File: src/rtl/sparse_threshold_matrix_multiply_core_macros.svh
// Assertion macros shared by the RTL of the sparse threshold matrix multiply core.
`ifndef SPARSE_THRESHOLD_MATRIX_MULTIPLY_CORE_MACROS_SVH
`define SPARSE_THRESHOLD_MATRIX_MULTIPLY_CORE_MACROS_SVH

// A condition that must hold at every clock edge outside reset.
`define STMM_ASSERT(label, clk, rst_n, cond, msg) \
  label: assert property (@(posedge clk) disable iff (!rst_n) (cond)) else $error(msg);

// A consequence that must hold in the same cycle as its antecedent.
`define STMM_ASSERT_IMPLY(label, clk, rst_n, ante, cons, msg) \
  label: assert property (@(posedge clk) disable iff (!rst_n) (ante) |-> (cons)) \
    else $error(msg);

`endif

File: src/rtl/stmm_pkg.sv
`default_nettype none

package stmm_pkg;

  // Fixed field widths of the transaction payloads.
  localparam int KIND_W   = 2;
  localparam int INDEX_W  = 4;
  localparam int VALUE_W  = 32;
  localparam int THRESH_W = 31;

  // Defaults for the top-level parameters.
  localparam int MATRIX_SIZE_DEF   = 16;
  localparam int FRACTION_BITS_DEF = 16;

  // Depth of the command queue between front and back.
  localparam int QUEUE_DEPTH = 4;

  // Threshold after reset: only an exact zero is pruned.
  localparam logic [THRESH_W-1:0] THRESH_RESET = 31'd1;

  // Accumulator bounds and the signed 32-bit output range.
  localparam logic signed [64:0] ACC_LIMIT_POS = 65'sd4611686018427387904;
  localparam logic signed [64:0] ACC_LIMIT_NEG = -65'sd4611686018427387904;
  localparam logic signed [63:0] SUM_MAX       = 64'sd2147483647;
  localparam logic signed [63:0] SUM_MIN       = -64'sd2147483648;
  localparam logic [VALUE_W-1:0] OUT_MAX       = 32'h7FFF_FFFF;
  localparam logic [VALUE_W-1:0] OUT_MIN       = 32'h8000_0000;

  // Request kinds on the input channel.
  typedef enum logic [KIND_W-1:0] {
    KIND_LOAD_A  = 2'd0,
    KIND_LOAD_B  = 2'd1,
    KIND_COMPUTE = 2'd2
  } stmm_kind_e;

  // Classified operations held in the queue.
  typedef enum logic [1:0] {
    OP_LOAD_A,
    OP_LOAD_B,
    OP_COMPUTE,
    OP_ZERO
  } stmm_op_e;

  // Back-end sequencer states.
  typedef enum logic [1:0] {
    ST_IDLE,
    ST_ISSUE,
    ST_DRAIN,
    ST_FINISH
  } stmm_state_e;

  // One queued operation.
  typedef struct packed {
    stmm_op_e             op;
    logic                 keep;
    logic [INDEX_W-1:0]   row;
    logic [INDEX_W-1:0]   col;
    logic [VALUE_W-1:0]   value;
  } stmm_entry_t;

  // Queue fill status seen by both ends.
  typedef struct packed {
    logic full;
    logic empty;
  } stmm_qstat_t;

endpackage

`default_nettype wire

File: src/rtl/stmm_queue.sv
`default_nettype none

module stmm_queue import stmm_pkg::*; (
  input  wire logic         clk_i,
  input  wire logic         rst_ni,
  input  wire logic         push_i,
  input  wire stmm_entry_t  push_entry_i,
  input  wire logic         pop_i,
  output stmm_entry_t       head_o,
  output stmm_qstat_t       stat_o
);

  localparam int PTR_W = $clog2(QUEUE_DEPTH);
  localparam int CNT_W = $clog2(QUEUE_DEPTH + 1);
  localparam logic [PTR_W-1:0] PTR_LAST = PTR_W'(QUEUE_DEPTH - 1);

  stmm_entry_t      entries_q [QUEUE_DEPTH];
  logic [PTR_W-1:0] wr_ptr_q, wr_ptr_d;
  logic [PTR_W-1:0] rd_ptr_q, rd_ptr_d;
  logic [CNT_W-1:0] count_q, count_d;

  // Pointer and fill count updates.
  always_comb begin
    wr_ptr_d = wr_ptr_q;
    rd_ptr_d = rd_ptr_q;
    count_d  = count_q;
    if (push_i) begin
      wr_ptr_d = (wr_ptr_q == PTR_LAST) ? '0 : wr_ptr_q + 1'b1;
    end
    if (pop_i) begin
      rd_ptr_d = (rd_ptr_q == PTR_LAST) ? '0 : rd_ptr_q + 1'b1;
    end
    if (push_i && !pop_i) begin
      count_d = count_q + 1'b1;
    end else if (pop_i && !push_i) begin
      count_d = count_q - 1'b1;
    end
  end

  always_ff @(posedge clk_i or negedge rst_ni) begin
    if (!rst_ni) begin
      wr_ptr_q <= '0;
      rd_ptr_q <= '0;
      count_q  <= '0;
    end else begin
      wr_ptr_q <= wr_ptr_d;
      rd_ptr_q <= rd_ptr_d;
      count_q  <= count_d;
    end
  end

  // Entry storage.
  always_ff @(posedge clk_i) begin
    if (push_i) begin
      entries_q[wr_ptr_q] <= push_entry_i;
    end
  end

  assign head_o       = entries_q[rd_ptr_q];
  assign stat_o.full  = (count_q == CNT_W'(QUEUE_DEPTH));
  assign stat_o.empty = (count_q == '0);

endmodule

`default_nettype wire

File: config.mk
export PLATFORM = sky130hd
export DESIGN_NAME = stmm_queue
export DESIGN_NICKNAME = d
export VERILOG_FILES = /design/src/rtl/sparse_threshold_matrix_multiply_core_macros.svh /design/src/rtl/stmm_pkg.sv /design/src/rtl/stmm_queue.sv
export SDC_FILE = /design/constraint.sdc
export NUM_CORES = 1
export LEC_CHECK = 0
export ABC_AREA = 1
export ABC_CLOCK_PERIOD_IN_PS = 4400
export CAP_MARGIN = 40
export CORE_ASPECT_RATIO = 1.4
export CORE_MARGIN = 2
export CORE_UTILIZATION = 25
export DETAILED_ROUTE_END_ITERATION = 16
export DONT_BUFFER_PORTS = 1
export GPL_ROUTABILITY_DRIVEN = 1
export GPL_TIMING_DRIVEN = 0
export SYNTH_ARGS = -nofsm -noshare
export SYNTH_HDL_FRONTEND = slang
export SYNTH_SLANG_ARGS = --single-unit
export TNS_END_PERCENT = 10
File: constraint.sdc
create_clock -name clk_i -period 4.4 [get_ports clk_i]
set_clock_uncertainty 0.05 [all_clocks]
set_input_delay 0.88 -clock clk_i [delete_from_list [all_inputs] [get_ports clk_i]]
set_output_delay 0.88 -clock clk_i [all_outputs]
set_load 0.02 [all_outputs]
==> results.md <==
* output port — kind of end point of the critical path
* 0.117 — share of post-route cells with drive strength above 1
* 60 ps — clock transition at the registers of the reported paths
* 4 — first-pass detailed-route iteration total
* 4.12 — routed vias/inst
* 2690 ps — clock period minus final worst setup slack
* 0.253 — Initial Util
* 7910 um^2 — Placed Area
* 16500 um — total wirelength of the detailed-routed design
* complete, no violations — status
* 0 — number of antenna violations at the first check in global routing
* no — RSZ-0062 raised after global routing
* 0.293 — post-route core utilization
* 2934 — final-layout fill cell count
* 29100 um^2 — Core Region
* 11100 um — DP Wirelength
* 2 — Bufs on Longest Clock Path
* 1710 ps — worst path setup slack after routing
* clkbuf_16 — CTS root buffer
* 0 — Yosys warning total
* 179 — register bit count reported by yosys
* 13.3 um^2 — average instance area after synthesis
* 430 ps — clock latency of the later-clocked register in the worst-skew pair
* 17.0 um — WL per Instance
* flip-flop — startpoint type of the worst setup path
* 3998 — DR vias
* 87.3 ps — Hold Slack
* 0 — Final Setup Violations
* 149 um — die width
* 30 — largest net degree at the start of global routing
* 0.691 — last weighted congestion value of the routability-driven placer
* 5340 um^2 — total area of sequential cells
* 0 — total of hold buffers inserted after clock tree synthesis
* 3470 ps — Crit path required time
* 0 — drt drc
* 4 — number of H-tree branching levels
* 0 — antenna cell count
* 266 uV — Max rail drop VDD
* 179 — Clock Sinks
* 0 — number of buffers inserted by post-CTS setup repair
* 3963 — via count of the first global-routing pass
* 153 — drt first-iter violations
* 0.00327 uW — standby leakage power
* 5 — worst-case reg-to-reg path depth
* 631 — net total in the final layout
* 0 — number of pins with negative max-slew slack in the final report
* 30800 um^2 — DIE AREA
* 0.726 — register area share after synthesis
* 92 — I/O pin total
* 74 — FP Rows
* 0 — buffers added on ports
* 17 — number of different library cells in the post-synthesis netlist
* 8510 um^2 — area of all placed cells without fillers
* 7350 um^2 — Post-Syn Area
* 1340 um^2 — combined area of the multi-input logic cells
* 626 ps — Least-Margin Pin Slew
* 672 nW/um^2 — power density normalized to cell area
* 371 MHz — FMAX
* 608 — net count of the mapped netlist
* 0.579 — worst relative slew slack
* reg -> out — critical path class
* 0 — Gates resized, CTS repair
* 0 — residual overflow from global routing
* 0 — count of nets left with antenna violations after detail routing
* 0 ps — setup tns final
* 10 — maximum fanout along the worst path
* 24200 um — first-pass GRT wire length
* 0 — hold violation count in the final report
* 554 — synthesized instance count
* 0 — max-cap viol count
* 207 um — vertical extent of the die
* in -> async — Worst Hold Class
* built — CTS tree
* 1760 ps — Crit path arrival time
* 0.111 — All-Layer GR Usage
* 0.612 — fraction of the cycle the final worst path needs
* 17 — number of buffers added by the clock tree synthesis step
* 2130 ps — pre-CTS WS
* 15.8% — Layout area overhead
per-layer routing:
metal,vias up,wire [um],GRT usage
met5,-,0,0
met4,0,314,0.0429
met3,17,1160,0.0468
met2,90,8740,0.199
met1,1927,6320,0.115
li1,1964,-,-
critical path: stages, from the launching register on:
cell,delay [ps]
dfrtp_1,390
buf_4,180
inv_2,170
buf_4,240
o211ai_1,120
nand2_1,240
Yosys cell counts:
| cell | number | share of area |
|---|---|---|
| buf_4 | 9 | 0.0092 |
| buf_6 | 11 | 0.017 |
| clkbuf_8 | 8 | 0.015 |
| dfrtp_1 | 7 | 0.024 |
| edfxtp_1 | 172 | 0.70 |
| fa_1 | 1 | 0.0027 |
| ha_1 | 6 | 0.010 |
| inv_1 | 97 | 0.050 |
| inv_2 | 2 | 0.0010 |
| nand2_1 | 144 | 0.074 |
| nand3_1 | 1 | 0.00068 |
| nand4_1 | 1 | 0.00085 |
| nor2_1 | 2 | 0.0010 |
| nor3_1 | 2 | 0.0014 |
| o211ai_1 | 86 | 0.088 |
| o21ai_0 | 4 | 0.0027 |
| xnor2_1 | 1 | 0.0012 |
metrics by stage:
stage	total power, uW	std cells
5_1_grt	6060	970
6_report	5720	970
3_3_place_gp	4210	934
2_1_floorplan	3700	554
4_1_cts	5830	970
3_5_place_dp	4270	938
final cells by class:
cell class / count / area share
flip-flops and latches: 179 / 0.627
multi-input cells: 248 / 0.157
well taps: 380 / 0.0559
clock buffers: 17 / 0.0500
inverters: 99 / 0.0437
plain buffers: 28 / 0.0354
clock inverters: 15 / 0.0209
repair buffers: 4 / 0.00941
cell usage in the layout (no fill, tap or decap):
cell type and instances:
nor3_1 2, clkinv_2 3, nand4_1 1, buf_4 9, buf_12 4, clkbuf_16 17
inv_2 6, o211ai_1 86, dfrtp_1 7, inv_6 5, nand2_1 144, clkinv_1 1
edfxtp_1 172, clkbuf_8 8, ha_1 6, fa_1 1, xnor2_1 1, inv_1 93
buf_6 11, bufinv_16 3, nor2_1 2, o21ai_0 4, clkinvlp_4 1, clkinv_4 2
nand3_1 1
where the power goes:
| group | switching [uW] | internal (uW) |
|---|---|---|
| combinational | 1380 | 527 |
| sequential | 77.6 | 2190 |
| clock | 652 | 898 |
| total | 2110 | 3610 |
worst paths after layout:
path / from / slack [ps] / to
worst max register to register: wr_ptr_q[0]$_DFFE_PN0P_ / 2610 / entries_q[0][13]$_DFFE_PP_
min in group clk_i: count_q[2]$_DFFE_PN0P_ / 470 / count_q[2]$_DFFE_PN0P_
max in group asynchronous: rst_ni / 4140 / rd_ptr_q[0]$_DFFE_PN0P_
worst min-delay path: rst_ni / 90 / count_q[1]$_DFFE_PN0P_
worst max-delay path: rd_ptr_q[1]$_DFFE_PN0P_ / 1710 / head_o[36]
worst min register to register: count_q[2]$_DFFE_PN0P_ / 470 / count_q[2]$_DFFE_PN0P_
state kept, by name, summed over array words and instances (netlist names):
name       flops
entries_q    172
wr_ptr_q       2
rd_ptr_q       2
count_q        3
kinds of logic after synthesis:
logic type / share of synthesized area
compound gates: 0.0905
xor+xnor: 0.00119
fa+ha+maj: 0.0129
buf+inv: 0.0916
flops: 0.726
simple gates: 0.0774
(Power assumes the default switching activity.)
