`config.mk`:
```
export PLATFORM = sky130hd
export DESIGN_NAME = stmm_front_flat
export DESIGN_NICKNAME = d
export VERILOG_FILES = /design/src/rtl/sparse_threshold_matrix_multiply_core_macros.svh /design/src/rtl/stmm_pkg.sv /design/src/rtl/stmm_in_if.sv /design/src/rtl/stmm_front.sv /design/src/flat_wrapper.sv
export SDC_FILE = /design/constraint.sdc
export NUM_CORES = 1
export LEC_CHECK = 0
export BUFFER_PORTS_ARGS = -buffer_cell sky130_fd_sc_hd__buf_2
export CAP_MARGIN = 20
export CORE_MARGIN = 3
export CORE_UTILIZATION = 54
export CTS_BUF_LIST = sky130_fd_sc_hd__clkbuf_2 sky130_fd_sc_hd__clkbuf_4 sky130_fd_sc_hd__clkbuf_8
export DETAILED_ROUTE_END_ITERATION = 16
export PLACE_DENSITY = 0.89
export RECOVER_POWER = 100
export SLEW_MARGIN = 10
export SYNTH_ARGS = -nofsm -noshare
export SYNTH_HDL_FRONTEND = slang
export SYNTH_SLANG_ARGS = --single-unit
```
`constraint.sdc`:
```
create_clock -name clk_i -period 9 [get_ports clk_i]
set_input_delay 1.8 -clock clk_i [delete_from_list [all_inputs] [get_ports clk_i]]
set_output_delay 1.8 -clock clk_i [all_outputs]
set_load 0.03 [all_outputs]
```
`src/rtl/sparse_threshold_matrix_multiply_core_macros.svh`:
```
// Assertion macros shared by the RTL of the sparse threshold matrix multiply core.
`ifndef SPARSE_THRESHOLD_MATRIX_MULTIPLY_CORE_MACROS_SVH
`define SPARSE_THRESHOLD_MATRIX_MULTIPLY_CORE_MACROS_SVH

// A condition that must hold at every clock edge outside reset.
`define STMM_ASSERT(label, clk, rst_n, cond, msg) \
  label: assert property (@(posedge clk) disable iff (!rst_n) (cond)) else $error(msg);

// A consequence that must hold in the same cycle as its antecedent.
`define STMM_ASSERT_IMPLY(label, clk, rst_n, ante, cons, msg) \
  label: assert property (@(posedge clk) disable iff (!rst_n) (ante) |-> (cons)) \
    else $error(msg);

`endif

```
`src/rtl/stmm_pkg.sv`:
```
`default_nettype none

package stmm_pkg;

  // Fixed field widths of the transaction payloads.
  localparam int KIND_W   = 2;
  localparam int INDEX_W  = 4;
  localparam int VALUE_W  = 32;
  localparam int THRESH_W = 31;

  // Defaults for the top-level parameters.
  localparam int MATRIX_SIZE_DEF   = 16;
  localparam int FRACTION_BITS_DEF = 16;

  // Depth of the command queue between front and back.
  localparam int QUEUE_DEPTH = 4;

  // Threshold after reset: only an exact zero is pruned.
  localparam logic [THRESH_W-1:0] THRESH_RESET = 31'd1;

  // Accumulator bounds and the signed 32-bit output range.
  localparam logic signed [64:0] ACC_LIMIT_POS = 65'sd4611686018427387904;
  localparam logic signed [64:0] ACC_LIMIT_NEG = -65'sd4611686018427387904;
  localparam logic signed [63:0] SUM_MAX       = 64'sd2147483647;
  localparam logic signed [63:0] SUM_MIN       = -64'sd2147483648;
  localparam logic [VALUE_W-1:0] OUT_MAX       = 32'h7FFF_FFFF;
  localparam logic [VALUE_W-1:0] OUT_MIN       = 32'h8000_0000;

  // Request kinds on the input channel.
  typedef enum logic [KIND_W-1:0] {
    KIND_LOAD_A  = 2'd0,
    KIND_LOAD_B  = 2'd1,
    KIND_COMPUTE = 2'd2
  } stmm_kind_e;

  // Classified operations held in the queue.
  typedef enum logic [1:0] {
    OP_LOAD_A,
    OP_LOAD_B,
    OP_COMPUTE,
    OP_ZERO
  } stmm_op_e;

  // Back-end sequencer states.
  typedef enum logic [1:0] {
    ST_IDLE,
    ST_ISSUE,
    ST_DRAIN,
    ST_FINISH
  } stmm_state_e;

  // One queued operation.
  typedef struct packed {
    stmm_op_e             op;
    logic                 keep;
    logic [INDEX_W-1:0]   row;
    logic [INDEX_W-1:0]   col;
    logic [VALUE_W-1:0]   value;
  } stmm_entry_t;

  // Queue fill status seen by both ends.
  typedef struct packed {
    logic full;
    logic empty;
  } stmm_qstat_t;

endpackage

`default_nettype wire

```
`src/rtl/stmm_in_if.sv`:
```
`default_nettype none

interface stmm_in_if import stmm_pkg::*; ();

  logic                       valid;
  logic                       ready;
  logic [KIND_W-1:0]          kind;
  logic [INDEX_W-1:0]         row_index;
  logic [INDEX_W-1:0]         col_index;
  logic signed [VALUE_W-1:0]  element_value;

  modport source (
    output valid, kind, row_index, col_index, element_value,
    input  ready
  );

  modport sink (
    input  valid, kind, row_index, col_index, element_value,
    output ready
  );

endinterface

`default_nettype wire

```
`src/rtl/stmm_front.sv`:
```
`default_nettype none

module stmm_front import stmm_pkg::*; #(
  parameter int MATRIX_SIZE = MATRIX_SIZE_DEF
) (
  input  wire logic                 clk_i,
  input  wire logic                 rst_ni,
  input  wire logic                 cfg_we_i,
  input  wire logic [THRESH_W-1:0]  cfg_wdata_i,
  stmm_in_if.sink                   req_i,
  input  wire stmm_qstat_t          q_stat_i,
  output logic                      push_o,
  output stmm_entry_t               push_entry_o
);

  logic [THRESH_W-1:0] thr_q;
  logic [VALUE_W-1:0]  mag;
  logic                keep;
  logic                in_range;
  logic                accept;

  // Prune threshold register.
  always_ff @(posedge clk_i or negedge rst_ni) begin
    if (!rst_ni) begin
      thr_q <= THRESH_RESET;
    end else if (cfg_we_i) begin
      thr_q <= cfg_wdata_i;
    end
  end

  // A transaction is taken whenever the queue has room.
  assign req_i.ready = !q_stat_i.full;
  assign accept      = req_i.valid && req_i.ready;

  // Magnitude test; the most negative value yields 2^31 and is always kept.
  always_comb begin
    mag = req_i.element_value[VALUE_W-1] ? VALUE_W'(~req_i.element_value + 1'b1)
                                         : VALUE_W'(req_i.element_value);
    keep     = (mag >= {1'b0, thr_q});
    in_range = (32'(req_i.row_index) < MATRIX_SIZE) &&
               (32'(req_i.col_index) < MATRIX_SIZE);
  end

  // Classify the transaction into a queue operation.
  always_comb begin
    push_entry_o.keep  = keep;
    push_entry_o.row   = req_i.row_index;
    push_entry_o.col   = req_i.col_index;
    push_entry_o.value = req_i.element_value;
    push_entry_o.op    = OP_ZERO;
    push_o             = 1'b0;
    case (stmm_kind_e'(req_i.kind))
      KIND_LOAD_A: begin
        push_entry_o.op = OP_LOAD_A;
        push_o          = accept && in_range;
      end
      KIND_LOAD_B: begin
        push_entry_o.op = OP_LOAD_B;
        push_o          = accept && in_range;
      end
      KIND_COMPUTE: begin
        // An out-of-range request still returns a zero result.
        push_entry_o.op = in_range ? OP_COMPUTE : OP_ZERO;
        push_o          = accept;
      end
      default: begin
        push_o = 1'b0;
      end
    endcase
  end

endmodule

`default_nettype wire

```
`src/flat_wrapper.sv`:
```
// flat-port wrapper written by rule: the top's interface ports become plain ports
module stmm_front_flat import stmm_pkg::*;
#(
  parameter int MATRIX_SIZE = MATRIX_SIZE_DEF
)
  (clk_i, rst_ni, cfg_we_i, cfg_wdata_i, q_stat_i, push_o, push_entry_o, req_i_valid, req_i_kind, req_i_row_index, req_i_col_index, req_i_element_value, req_i_ready);
  stmm_in_if req_i_i ();
  input  wire logic clk_i;
  input  wire logic rst_ni;
  input  wire logic cfg_we_i;
  input  wire logic [THRESH_W-1:0] cfg_wdata_i;
  input  wire stmm_qstat_t q_stat_i;
  output logic push_o;
  output stmm_entry_t push_entry_o;
  input wire logic [$bits(req_i_i.valid)-1:0] req_i_valid;
  input wire logic [$bits(req_i_i.kind)-1:0] req_i_kind;
  input wire logic [$bits(req_i_i.row_index)-1:0] req_i_row_index;
  input wire logic [$bits(req_i_i.col_index)-1:0] req_i_col_index;
  input wire logic [$bits(req_i_i.element_value)-1:0] req_i_element_value;
  output wire logic [$bits(req_i_i.ready)-1:0] req_i_ready;
  assign req_i_i.valid = req_i_valid;
  assign req_i_i.kind = req_i_kind;
  assign req_i_i.row_index = req_i_row_index;
  assign req_i_i.col_index = req_i_col_index;
  assign req_i_i.element_value = req_i_element_value;
  assign req_i_ready = req_i_i.ready;
  stmm_front #(.MATRIX_SIZE(MATRIX_SIZE)) u_core (.clk_i(clk_i), .rst_ni(rst_ni), .cfg_we_i(cfg_we_i), .cfg_wdata_i(cfg_wdata_i), .req_i(req_i_i), .q_stat_i(q_stat_i), .push_o(push_o), .push_entry_o(push_entry_o));
endmodule
```
==> results.json <==
{
  "status": "finished, violations left",
  "violations": "max-capacitance violations, max-slew violations",
  "hp-class": "reg2reg",
  "grt_use_met3": 0.0363,
  "io_pins": 124,
  "vias_per_cell": 5.30,
  "layout.area.seq_um2": 777,
  "clock_sinks": 31,
  "cts_htree_levels": 2,
  "grt_max_degree": 62,
  "cts_tree": "yes",
  "drv_slew": 94,
  "coreArea_um2": 4910,
  "n_fill_cell": 463,
  "synth.avg_cell_area_um2": 8.40,
  "grt_setup_unrepaired": "no",
  "cts_resized": 0,
  "dp_cells": 461,
  "drcViolationCount": 0,
  "grt_pass1_vias": 2447,
  "rows": 25,
  "top_usage_layer": "met2",
  "wl_per_cell_um": 13.6,
  "synth_ff_type": "dfrtp_1",
  "fmax_ghz": 0.149,
  "cp.required_ns": 7.20,
  "ir_drop_mv": 0.0699,
  "postCtsHoldBufs": 0,
  "ys_seq_area_frac": 0.271,
  "vias": 2487,
  "die_area_um2": 6210,
  "syn_nets": 452,
  "top_regs": "u_core.thr_q x31",
  "ctsRootBufferMaster": "clkbuf_8",
  "antenna_found_initial": 0,
  "cp-start-kind": "primary input",
  "hold_viol": 0,
  "clock_path_buffers": 2,
  "yosysWarnings": 0,
  "grt.total_usage": 0.211,
  "layout_setup_ws_ns": 2.27,
  "finalCritPeriodShare": 0.748,
  "start_util": 0.583,
  "largest_register_ffs": 31,
  "cts_made_buffers": 5,
  "regMostFlops": "u_core.thr_q",
  "grt_use_met2": 0.384,
  "port_buffers": 106,
  "async_reset_ff_frac": 1.00,
  "synth.area.top_cells": "dfrtp_1 26%, ha_1 14%, buf_4 11%, xnor2_1 8.9%, o21ai_0 7.5%",
  "synthCells": 341,
  "yosys.cell_count.top_type": "nand2_1",
  "synth_edf_count": 0,
  "ys_seq_elements": 31,
  "dieHeight_um": 78.8,
  "postRouteAntennaNets": 0,
  "syn_to_final_growth_pct": 11.4,
  "dr.pass1.iters": 4,
  "num_antenna_cells": 0,
  "final-setup-viol-count": 0,
  "tightest_slew_ns": 2.08,
  "min_period_ns": 6.73,
  "clock_latency_ns": 0.28,
  "synth.largest_area_cell": "dfrtp_1",
  "met1_usage": 0.251,
  "drv_cap": 2,
  "dpl.hpwl_um": 5070,
  "layout-drive-gt1-share": 0.226,
  "chipWidth_um": 78.8,
  "syn_area_um2": 2860,
  "fin_nets": 512,
  "crit_type": "in2out",
  "synth_commonest_cells": "49 x nand2_1, 43 x o21ai_0, 41 x buf_4",
  "multi_input_area_um2": 1600,
  "powerDensity_nw_per_um2": 142,
  "gp_congestion": 0.821,
  "grt_first_pass_wirelength_um": 10600,
  "p_leak_nw": 1.49,
  "drt-total-wl_um": 6400,
  "setup_tns_ns": 0,
  "clock_skew_ns": 0,
  "drt_iter0_drc": 111,
  "endpoint_kind": "output port",
  "path_clk_slew_ns": 0.07,
  "synth_top_area_share": 0.262,
  "grt-ovfl-total": 0,
  "path_max_fanout": 6,
  "post_cts_buffers": 0,
  "dpl_worst_slack_ns": 2.37,
  "critical_path_arrival_ns": 4.93,
  "relSlewSlack": -0.385,
  "stdcell_count": 469,
  "ys_types": 38
}
==> cell usage in the layout, fill, tap and decap left out <==
cell type	count
inv_1	34
xnor2_1	29
a41oi_1	2
or3_1	2
dfstp_2	1
or4_4	4
a21o_1	1
nor4_1	2
or4_1	2
o41a_1	1
o21ai_1	5
o41ai_1	2
and4_1	2
o31ai_2	1
nand3_1	3
nand2_1	49
o211ai_1	1
clkbuf_8	6
nand2b_1	2
a211oi_1	2
or2_1	1
or3_4	1
nor2b_1	1
a21oi_1	14
mux2_2	1
clkbuf_1	38
nand3b_1	1
o31ai_1	7
nor4_4	1
bufinv_16	1
o21a_1	1
buf_2	68
and3_1	1
o21ai_0	43
o41ai_2	4
nor4_2	2
nor2_1	3
clkinv_2	1
ha_1	32
dfrtp_1	30
==> final cells by class <==
cell class	count	share of cell area
clock buffers	6	0.0259
clock inverters	2	0.0110
inverters	34	0.0400
multi-input cells	223	0.502
flip-flops and latches	31	0.244
well taps	67	0.0263
repair buffers	106	0.151
==> worst max-delay path, stage by stage <==
cell,delay (ns)
buf_2,0.13
or4_4,0.57
nor4_1,0.38
nand2_1,0.19
o41ai_2,0.34
xnor2_1,0.11
ha_1,0.29
nand2_1,0.07
o21ai_0,0.25
a211oi_1,0.08
or3_1,0.35
o211ai_1,0.12
buf_2,0.24
==> cells by family after synthesis <==
group / synth area share
buf+inv: 0.168
compound gates: 0.183
simple gates: 0.145
fa+ha+maj: 0.140
flops: 0.271
xor+xnor: 0.0887
mux: 0.00393
==> routing by layer <==
metal,up-vias,wire [um]
met2,69,3350
met3,10,367
met1,1166,2580
met4,0,93
li1,1242,-
met5,-,0
==> metrics by stage <==
stage | utilization | instance area (um2) | hold slack (ns) | power (W)
finish | 0.649 | 3190 | 0.547 | 0.000454
CTS | 0.660 | 3240 | 0.551 | 0.000459
global placement | 0.636 | 3120 | 0.521 | 0.000304
global route | 0.649 | 3190 | 0.574 | 0.000486
detailed placement | 0.636 | 3120 | 0.532 | 0.000313
floorplan | - | 2860 | 0.507 | 0.000276
==> report_power, final <==
part	leakage [nW]	internal [W]	switching (W)	total (W)
Clock	0.0612	0.0000896	0.0000546	0.000144
Sequential	0.375	0.000152	0.00000345	0.000156
Combinational	1.05	0.0000598	0.0000942	0.000154
Total	1.49	0.000301	0.000152	0.000454
==> path summary, 6_finish.rpt <==
check	startpoint	endpoint	slack, ns	cells past startpoint
worst max-delay path	req_i_element_value[5]	push_entry_o[40]	2.27	13
worst min-delay path	u_core.thr_q[20]$_DFFE_PN0P_	u_core.thr_q[20]$_DFFE_PN0P_	0.55	2
worst max register to register	u_core.thr_q[10]$_DFFE_PN0P_	u_core.thr_q[10]$_DFFE_PN0P_	8.23	2
worst min register to register	u_core.thr_q[20]$_DFFE_PN0P_	u_core.thr_q[20]$_DFFE_PN0P_	0.55	2
max in group asynchronous	rst_ni	u_core.thr_q[15]$_DFFE_PN0P_	6.08	1
min in group asynchronous	rst_ni	u_core.thr_q[4]$_DFFE_PN0P_	1.95	1
Power figures use the tool's default switching activity.
